[src/design/tcts_pkg.sv]
package tcts_pkg;

  localparam int IDX_W = 4;

  typedef enum logic [2:0] {
    OP_SCHED   = 3'd0,
    OP_SET     = 3'd1,
    OP_CONSUME = 3'd2,
    OP_BOOST   = 3'd3,
    OP_RESTORE = 3'd4
  } op_t;

  typedef enum logic [2:0] {
    ST_IDLE,
    ST_APPLY,
    ST_SCAN,
    ST_EVAL,
    ST_RELOAD
  } state_t;

  typedef struct packed {
    op_t              op;
    logic [IDX_W-1:0] idx_a;
    logic [IDX_W-1:0] idx_b;
    logic             blocked;
    logic             pair_ok;
    logic             apply;
    logic             reload;
  } cmd_t;

endpackage

[src/design/tick_credit_task_scheduler.sv]
// Credit scheduler over a row of task cells. One transaction at a time: start is taken
// while busy is low, and exactly one result follows as a single-cycle out_strobe pulse that
// the receiver cannot stall. Every action sweeps a token down the row of ENTRIES cells, one
// cell per cycle, through ST_APPLY, ST_SCAN and ST_EVAL, with out_strobe registered after
// ST_EVAL; a schedule that finds no ready entry with credit reloads zero-credit entries
// in ST_RELOAD and sweeps again. busy drops in the cycle out_strobe is shown.
module tick_credit_task_scheduler #(
  parameter int ENTRIES      = 16,
  parameter int CREDIT_WIDTH = 16
) (
  input  logic        clk,
  input  logic        rst_n,
  input  logic        cfg_we,
  input  logic [15:0] cfg_wdata,
  input  logic        start,
  output logic        busy,
  input  logic [2:0]  in_action,
  input  logic [3:0]  in_entry_index,
  input  logic [3:0]  in_second_index,
  input  logic [15:0] in_priority_value,
  input  logic        in_blocked_flag,
  output logic        out_strobe,
  output logic [3:0]  out_selected_entry,
  output logic        out_none_ready,
  output logic [15:0] out_selected_credit
);
  import tcts_pkg::*;

  localparam int IW = $clog2(ENTRIES);
  localparam int CW = CREDIT_WIDTH;
  localparam logic [IW-1:0] LAST = IW'(ENTRIES - 1);

  state_t        state_r, state_nxt;
  logic [IW-1:0] cnt_r;
  logic          rescan_r;
  logic          none_r;
  logic [IW-1:0] current_r, current_nxt;
  logic [CW-1:0] boost_r;

  op_t           op_r;
  logic [3:0]    idx_a_r, idx_b_r;
  logic [CW-1:0] prio_r;
  logic          blk_r;
  logic          pair_ok_r;

  logic          out_strobe_r;
  logic [3:0]    out_entry_r;
  logic          out_none_r;
  logic [15:0]   out_credit_r;

  logic          accept;
  logic          do_apply, do_reload, go_reload, emit, first_eval;
  logic [CW-1:0] emit_credit;
  cmd_t          cmd;

  logic [CW-1:0] tok_best_val [ENTRIES];
  logic [IW-1:0] tok_best_idx [ENTRIES];
  logic          tok_any      [ENTRIES];
  logic [IW-1:0] tok_first    [ENTRIES];
  logic [CW-1:0] tok_cur_val  [ENTRIES];

  assign busy   = (state_r != ST_IDLE);
  assign accept = start && !busy;

  always_comb begin
    state_nxt = state_r;
    unique case (state_r)
      ST_IDLE:   if (accept) state_nxt = ST_APPLY;
      ST_APPLY:  state_nxt = ST_SCAN;
      ST_SCAN:   if (cnt_r == LAST) state_nxt = ST_EVAL;
      ST_EVAL:   state_nxt = go_reload ? ST_RELOAD : ST_IDLE;
      ST_RELOAD: state_nxt = ST_SCAN;
      default:   state_nxt = ST_IDLE;
    endcase
  end

  always_comb begin
    do_apply    = (state_r == ST_APPLY);
    do_reload   = (state_r == ST_RELOAD);
    first_eval  = (state_r == ST_EVAL) && (op_r == OP_SCHED) && !rescan_r;
    go_reload   = first_eval && (tok_best_val[ENTRIES-1] == '0);
    emit        = (state_r == ST_EVAL) && !go_reload;
    current_nxt = current_r;
    emit_credit = tok_cur_val[ENTRIES-1];
    if (first_eval) begin
      if (!go_reload) begin
        current_nxt = tok_best_idx[ENTRIES-1];
        emit_credit = tok_best_val[ENTRIES-1];
      end else if (tok_any[ENTRIES-1]) begin
        current_nxt = tok_first[ENTRIES-1];
      end
    end
  end

  always_comb begin
    cmd         = '0;
    cmd.op      = op_r;
    cmd.idx_a   = idx_a_r;
    cmd.idx_b   = idx_b_r;
    cmd.blocked = blk_r;
    cmd.pair_ok = pair_ok_r;
    cmd.apply   = do_apply;
    cmd.reload  = do_reload;
  end

  always_ff @(posedge clk) begin
    if (!rst_n) begin
      state_r      <= ST_IDLE;
      cnt_r        <= '0;
      rescan_r     <= 1'b0;
      none_r       <= 1'b0;
      current_r    <= '0;
      boost_r      <= CW'(16'd1000);
      out_strobe_r <= 1'b0;
    end else begin
      state_r      <= state_nxt;
      cnt_r        <= (state_r == ST_SCAN) ? cnt_r + IW'(1) : '0;
      current_r    <= current_nxt;
      out_strobe_r <= emit;
      if (cfg_we) begin
        boost_r <= CW'(cfg_wdata);
      end
      if (accept) begin
        rescan_r <= 1'b0;
        none_r   <= 1'b0;
      end else if (go_reload) begin
        rescan_r <= 1'b1;
        none_r   <= !tok_any[ENTRIES-1];
      end
    end
  end

  always_ff @(posedge clk) begin
    if (accept) begin
      op_r      <= op_t'(in_action);
      idx_a_r   <= in_entry_index;
      idx_b_r   <= in_second_index;
      prio_r    <= CW'(in_priority_value);
      blk_r     <= in_blocked_flag;
      pair_ok_r <= (32'(in_entry_index) < ENTRIES) && (32'(in_second_index) < ENTRIES);
    end
    if (emit) begin
      out_entry_r  <= 4'(current_nxt);
      out_none_r   <= rescan_r && none_r;
      out_credit_r <= 16'(emit_credit);
    end
  end

  assign out_strobe          = out_strobe_r;
  assign out_selected_entry  = out_entry_r;
  assign out_none_ready      = out_none_r;
  assign out_selected_credit = out_credit_r;

  for (genvar i = 0; i < ENTRIES; i++) begin : g_cell
    logic [CW-1:0] p_best_val;
    logic [IW-1:0] p_best_idx;
    logic          p_any;
    logic [IW-1:0] p_first;
    logic [CW-1:0] p_cur_val;

    if (i == 0) begin : g_head
      assign p_best_val = '0;
      assign p_best_idx = '0;
      assign p_any      = 1'b0;
      assign p_first    = '0;
      assign p_cur_val  = '0;
    end else begin : g_link
      assign p_best_val = tok_best_val[i-1];
      assign p_best_idx = tok_best_idx[i-1];
      assign p_any      = tok_any[i-1];
      assign p_first    = tok_first[i-1];
      assign p_cur_val  = tok_cur_val[i-1];
    end

    tcts_cell #(
      .ENTRIES     (ENTRIES),
      .CREDIT_WIDTH(CREDIT_WIDTH),
      .IDX         (i)
    ) u_cell (
      .clk          (clk),
      .rst_n        (rst_n),
      .cmd          (cmd),
      .prio         (prio_r),
      .boost        (boost_r),
      .cur          (current_r),
      .prev_best_val(p_best_val),
      .prev_best_idx(p_best_idx),
      .prev_any     (p_any),
      .prev_first   (p_first),
      .prev_cur_val (p_cur_val),
      .best_val_r   (tok_best_val[i]),
      .best_idx_r   (tok_best_idx[i]),
      .any_r        (tok_any[i]),
      .first_r      (tok_first[i]),
      .cur_val_r    (tok_cur_val[i])
    );
  end

  a_strobe_single: assert property (@(posedge clk) disable iff (!rst_n)
    out_strobe_r |=> !out_strobe_r)
    else $error("result strobe held for more than one cycle");

  a_current_range: assert property (@(posedge clk) disable iff (!rst_n)
    current_r <= LAST)
    else $error("current entry beyond the table");

  a_none_only_sched: assert property (@(posedge clk) disable iff (!rst_n)
    (out_strobe_r && out_none_ready) |-> (op_r == OP_SCHED))
    else $error("none_ready raised on a non-schedule transaction");

  a_accept_busy: assert property (@(posedge clk) disable iff (!rst_n)
    accept |=> (busy && !out_strobe_r))
    else $error("accepted transaction did not raise busy");

endmodule

[src/design/tcts_cell.sv]
module tcts_cell #(
  parameter int ENTRIES      = 16,
  parameter int CREDIT_WIDTH = 16,
  parameter int IDX          = 0
) (
  input  logic                              clk,
  input  logic                              rst_n,
  input  tcts_pkg::cmd_t                    cmd,
  input  logic [CREDIT_WIDTH-1:0]           prio,
  input  logic [CREDIT_WIDTH-1:0]           boost,
  input  logic [$clog2(ENTRIES)-1:0]        cur,
  input  logic [CREDIT_WIDTH-1:0]           prev_best_val,
  input  logic [$clog2(ENTRIES)-1:0]        prev_best_idx,
  input  logic                              prev_any,
  input  logic [$clog2(ENTRIES)-1:0]        prev_first,
  input  logic [CREDIT_WIDTH-1:0]           prev_cur_val,
  output logic [CREDIT_WIDTH-1:0]           best_val_r,
  output logic [$clog2(ENTRIES)-1:0]        best_idx_r,
  output logic                              any_r,
  output logic [$clog2(ENTRIES)-1:0]        first_r,
  output logic [CREDIT_WIDTH-1:0]           cur_val_r
);
  import tcts_pkg::*;

  localparam int IW = $clog2(ENTRIES);
  localparam int CW = CREDIT_WIDTH;
  localparam logic [IW-1:0] MY_IDX = IW'(IDX);

  logic [CW-1:0] credit_r, credit_nxt;
  logic [CW-1:0] saved_r, saved_nxt;
  logic [CW-1:0] prio_r, prio_nxt;
  logic          blocked_r, blocked_nxt;

  logic          hit_a, hit_b, hit_cur, hit_pair;
  logic [CW:0]   gain;
  logic [CW:0]   diff;
  logic [CW-1:0] restored;
  logic          ready;

  assign hit_a    = (32'(cmd.idx_a) == IDX);
  assign hit_b    = (32'(cmd.idx_b) == IDX);
  assign hit_cur  = (cur == MY_IDX);
  assign hit_pair = cmd.pair_ok && (hit_a || hit_b);
  assign ready    = !blocked_r;

  // saved minus used-since-boost (saved + credit - boost), floored at zero and clamped to full scale
  assign gain = {1'b0, saved_r} + {1'b0, credit_r};
  always_comb begin
    diff = '0;
    if (gain > {1'b0, boost}) begin
      diff = gain - {1'b0, boost};
    end
    restored = diff[CW] ? {CW{1'b1}} : diff[CW-1:0];
  end

  always_comb begin
    credit_nxt  = credit_r;
    saved_nxt   = saved_r;
    prio_nxt    = prio_r;
    blocked_nxt = blocked_r;
    if (cmd.apply) begin
      case (cmd.op)
        OP_SET: begin
          if (hit_a) begin
            prio_nxt    = prio;
            credit_nxt  = prio;
            blocked_nxt = cmd.blocked;
          end
        end
        OP_CONSUME: begin
          if (hit_cur && credit_r != '0) begin
            credit_nxt = credit_r - CW'(1);
          end
        end
        OP_BOOST: begin
          if (hit_pair) begin
            saved_nxt  = credit_r;
            credit_nxt = boost;
          end
        end
        OP_RESTORE: begin
          if (hit_pair) begin
            credit_nxt = restored;
          end
        end
        default: begin
        end
      endcase
    end
    if (cmd.reload && credit_r == '0) begin
      credit_nxt = prio_r;
    end
  end

  always_ff @(posedge clk) begin
    if (!rst_n) begin
      credit_r  <= '0;
      saved_r   <= '0;
      prio_r    <= '0;
      blocked_r <= 1'b1;
    end else begin
      credit_r  <= credit_nxt;
      saved_r   <= saved_nxt;
      prio_r    <= prio_nxt;
      blocked_r <= blocked_nxt;
    end
  end

  // scan token, one hop per cycle
  always_ff @(posedge clk) begin
    if (ready && credit_r > prev_best_val) begin
      best_val_r <= credit_r;
      best_idx_r <= MY_IDX;
    end else begin
      best_val_r <= prev_best_val;
      best_idx_r <= prev_best_idx;
    end
    any_r   <= prev_any || ready;
    first_r <= (!prev_any && ready) ? MY_IDX : prev_first;
    cur_val_r <= hit_cur ? credit_r : prev_cur_val;
  end

endmodule
[config.mk]
export PLATFORM = sky130hd
export DESIGN_NAME = tick_credit_task_scheduler
export DESIGN_NICKNAME = d
export VERILOG_FILES = /design/src/design/tcts_pkg.sv /design/src/design/tick_credit_task_scheduler.sv /design/src/design/tcts_cell.sv
export SDC_FILE = /design/constraint.sdc
export NUM_CORES = 2
export LEC_CHECK = 0
export CORE_MARGIN = 2
export CORE_UTILIZATION = 39
export DETAILED_ROUTE_END_ITERATION = 8
export DONT_BUFFER_PORTS = 1
export PLACE_DENSITY = 0.53
export SYNTH_ARGS = -nofsm -noshare
export SYNTH_HDL_FRONTEND = slang
export SYNTH_SLANG_ARGS = --single-unit
[constraint.sdc]
create_clock -name clk -period 4.05 [get_ports clk]
set_clock_uncertainty 0.1 [all_clocks]
set_input_delay 0.405 -clock clk [delete_from_list [all_inputs] [get_ports clk]]
set_output_delay 0.405 -clock clk [all_outputs]
set_load 0.01 [all_outputs]
==> impl_metrics.py <==
metrics = {
    "placed_design": {
        "port_buffers": 0,
        "gp_congestion": 0.959,
        "dp.final_hpwl_microns": 273000,
        "post-place-ws_ps": -839,
    },
    "cts": {
        "cts-htree-levels": 4,
        "cts_sinks": 1489,
        "clk-insertion-delay-late_ps": 880,
        "cts_tree": "done",
        "cts-root-buf": "clkbuf_16",
        "clock_path_buffers": 3,
        "clk_pin_slew_worst_paths_ps": 60,
        "numCtsBuffers": 168,
    },
    "setup_path": {
        "rrSetupSlack_ps": -380,
        "cp-start-kind": "flip-flop",
        "timing.rr.start": "g_cell[4].u_cell.saved_r[1]",
        "r2r_end": "g_cell[4].u_cell.credit_r[5]",
        "r2r_cells": 20,
        "cp_data_required_time_ps": 4690,
        "crit_type": "flip-flop to flip-flop",
        "cp.arrival_ps": 5070,
        "critPathMaxFanout": 3,
        "endpoint_kind": "flip-flop",
    },
    "sta": {
        "finalSetupViolCount": 141,
        "rsz0062_at_grt": "true",
        "finalCriticalPeriod_ps": 4430,
        "hold_viol": 0,
        "max-slew-margin-rel_pct": 12.5,
        "finalWorstSetupSlack_ps": -385,
        "worstMarginPinSlew_ps": 1300,
        "fin_tns_setup_ps": -17440,
        "post-route-period-util_pct": 109,
        "fmax_mhz": 225,
        "final_max_slew_viol_count": 0,
    },
    "outcome": {
        "violations": "setup timing",
        "status": "finished, violations left",
    },
    "route": {
        "drc": 0,
        "via_per_inst": 5.68,
        "wl_per_cell_microns": 25.7,
        "first_pass_iters": 6,
        "via_count": 84355,
        "drt_iter0_markers": 7342,
        "postRouteAntennaNets": 0,
        "wl_microns": 382000,
    },
    "grt": {
        "grt_use_total_pct": 31.2,
        "grt_first_pass_wirelength_microns": 547000,
        "gr-total-overflow": 0,
        "antenna_found_initial": 32,
        "grt_max_degree": 257,
        "grt_pass1_vias": 81770,
    },
    "floorplanning": {
        "rows": 176,
        "fp.dieH_microns": 484,
        "coreArea_sq_um": 229000,
        "die_area_sq_um": 234000,
        "io_pins": 71,
        "initial_core_util_pct": 39.2,
        "fp.dieW_microns": 484,
    },
    "logic_synthesis": {
        "synth_edf_count": 49,
        "synth_seq_area_share_pct": 33.7,
        "synth_async_sr_flop_share_pct": 0,
        "syn_nets": 11333,
        "synth_cell_types": 91,
        "avgSynthCellArea_sq_um": 8.57,
        "ys.flop_type": "dfxtp_1",
        "ys_ff_latch": 1489,
        "synthCells": 10483,
        "synth_area_sq_um": 89900,
        "yosys_warnings": 0,
    },
    "power_and_ir_drop": {
        "ir_drop_v": 0.000347,
        "p_sw_mw": 12.8,
        "seqPwrFrac_pct": 37.1,
        "p_int_mw": 28.3,
        "switching_share_pct": 31.1,
        "power.density_nw_per_um2": 357,
        "leakagePower_nw": 51.3,
        "p_comb_share_pct": 21.6,
        "pwr-share-clk_pct": 41.2,
    },
    "worst_hold_path": {
        "hold_path_class": "primary input to flip-flop",
        "worstHoldStart": "in_action[2]",
        "whs_path_depth": 1,
        "min_to": "op_r[2]",
    },
    "finish": {
        "final_nets": 12498,
        "area.growth.synth_to_final_pct": 28.1,
        "drive_above_1_share_pct": 26.5,
    },
    "job": {
        "drv_cap": 0,
    },
}
==> synthesized netlist by cell type (254+ instances only) <==
library cell  instances  area (sq um)
mux2_2              438          4930
nor2_1              546          2050
a21boi_0            279          2090
inv_1               466          1750
xnor2_1             366          3210
a21oi_1             736          3680
clkbuf_1            437          1640
mux2i_1             254          2540
nor2b_1             380          2380
o21ai_0             645          3230
ha_1                770          9630
dfxtp_1            1440         28800
nand2_1            1193          4480
==> per-stage QoR <==
stage	hold WS, ps	instance area (sq um)	instances	power, mW	utilization (%)
6_report	70.5	115000	14845	41.1	50.2
2_1_floorplan	278	90100	10483	19.9	-
4_1_cts	37.8	112000	14734	40.6	48.8
3_5_place_dp	298	102000	14228	23.1	44.4
3_3_place_gp	293	102000	14228	23.1	44.4
5_1_grt	48.4	115000	14820	42.4	50.1
==> power by group through the flow <==
| stage | Sequential, mW | Clock, mW | Combinational, mW |
|---|---|---|---|
| final | 15.3 | 17.0 | 8.88 |
| after global routing | 15.3 | 17.7 | 9.40 |
| after CTS | 15.3 | 17.1 | 8.21 |
| after detailed placement | 15.6 | 0 | 7.54 |
| after global placement | 15.6 | 0 | 7.50 |
| after floorplan | 15.5 | 0 | 4.34 |
==> layer usage <==
metal | track usage (%) | vias to the layer above | share of wire (%)
met5 | 0 | - | 0.015
met4 | 17.5 | 8 | 6.0
met3 | 5.03 | 810 | 6.6
met2 | 50.3 | 3113 | 45
met1 | 39.6 | 40956 | 42
li1 | - | 39468 | -
==> critical path: stages, from the launching register on <==
cell and delay (ps):
dfxtp_1 320, ha_1 300, a21oi_2 190, o211ai_1 160, a31oi_2 280, a2111oi_2 110, buf_4 160, o21a_1 170
o21a_1 180, o21a_1 180, nor2_2 120, xnor2_2 90, ha_1 300, nand4_1 210, nor4_4 280, nor2_2 50
o31a_1 140, o31ai_4 260, a21oi_2 90, or4_4 440, and3_4 190
==> state kept, by name (all words and copies together) (netlist names) <==
signal / count
out_strobe: 1
state_r: 3
g_cell.u_cell.blocked_r: 16
boost_r: 16
idx_b_r: 4
out_selected_entry: 4
idx_a_r: 4
g_cell.u_cell.saved_r: 256
op_r: 3
current_r: 4
out_none_ready: 1
blk_r: 1
out_selected_credit: 16
g_cell.u_cell.best_val_r: 256
cnt_r: 4
g_cell.u_cell.any_r: 16
prio_r: 16
g_cell.u_cell.cur_val_r: 256
g_cell.u_cell.best_idx_r: 49
g_cell.u_cell.credit_r: 256
none_r: 1
g_cell.u_cell.first_r: 49
rescan_r: 1
g_cell.u_cell.prio_r: 256
==> placed cells by master (no fill, tap or decap), drive strengths merged, types with 68 or more instances in the layout <==
cell type / count
mux2: 438
nor2: 548
a21o: 245
buf: 1448
nand4: 96
nand3: 133
xnor2: 366
o21ai: 652
a211oi: 89
o21a: 151
or2: 72
nand2b: 127
inv: 477
a21oi: 738
a31oi: 118
nand2: 1193
and2: 68
dfxtp: 1440
ha: 770
nor2b: 380
xor2: 244
nor3: 212
and3: 73
o211ai: 81
or3: 72
nor4: 88
clkbuf: 208
a21boi: 279
mux2i: 254
==> kinds of logic (layout without fill, tap and decap cells) <==
| family | after synthesis | in the layout | share of synthesized area, % |
|---|---|---|---|
| compound gates | 2754 | 2756 | 19.5 |
| xor+xnor | 610 | 610 | 5.95 |
| fa+ha+maj | 802 | 802 | 11.4 |
| buf+inv | 970 | 2275 | 4.13 |
| flops | 1489 | 1489 | 33.7 |
| mux | 692 | 692 | 8.32 |
| other cells | 0 | 28 | 0 |
| simple gates | 3166 | 3167 | 17.0 |
==> cell type report <==
class                      instances  area (sq um)
fill                           21477        114000
timing repair buffer            1496         12300
clock inverter                   106          1580
tap                             3026          3790
inverter                         466          1750
clock buffer                     207          4560
antenna                           28          70.1
sequential                      1489         30400
multi-input combinational       8027         60700
==> worst max path at each step <==
| stage | startpoint | to | slack (ps) | cells past startpoint |
|---|---|---|---|---|
| floorplan | g_cell[4].u_cell.credit_r[0] | g_cell[4].u_cell.credit_r[5] | -110 | 22 |
| global placement | g_cell[11].u_cell.saved_r[1] | g_cell[11].u_cell.credit_r[11] | -900 | 17 |
| detailed placement | g_cell[11].u_cell.saved_r[1] | g_cell[11].u_cell.credit_r[3] | -840 | 17 |
| CTS | g_cell[4].u_cell.credit_r[0] | g_cell[4].u_cell.credit_r[5] | -360 | 22 |
| global route | g_cell[4].u_cell.saved_r[3] | g_cell[4].u_cell.credit_r[5] | -640 | 20 |
| finish | g_cell[4].u_cell.saved_r[1] | g_cell[4].u_cell.credit_r[5] | -380 | 20 |
==> repair_timing <==
action / CTS / global route
cloned: 16 / 5
setup buffers: 129 / 95
setup endpoints to repair: 256 / 256
pin swaps: 302 / 465
endpoints found under the hold margin: 300 / 0
hold buffers: 52 / 0
gates resized for setup: 595 / 632
No activity file was read; power rests on OpenSTA's default activity.
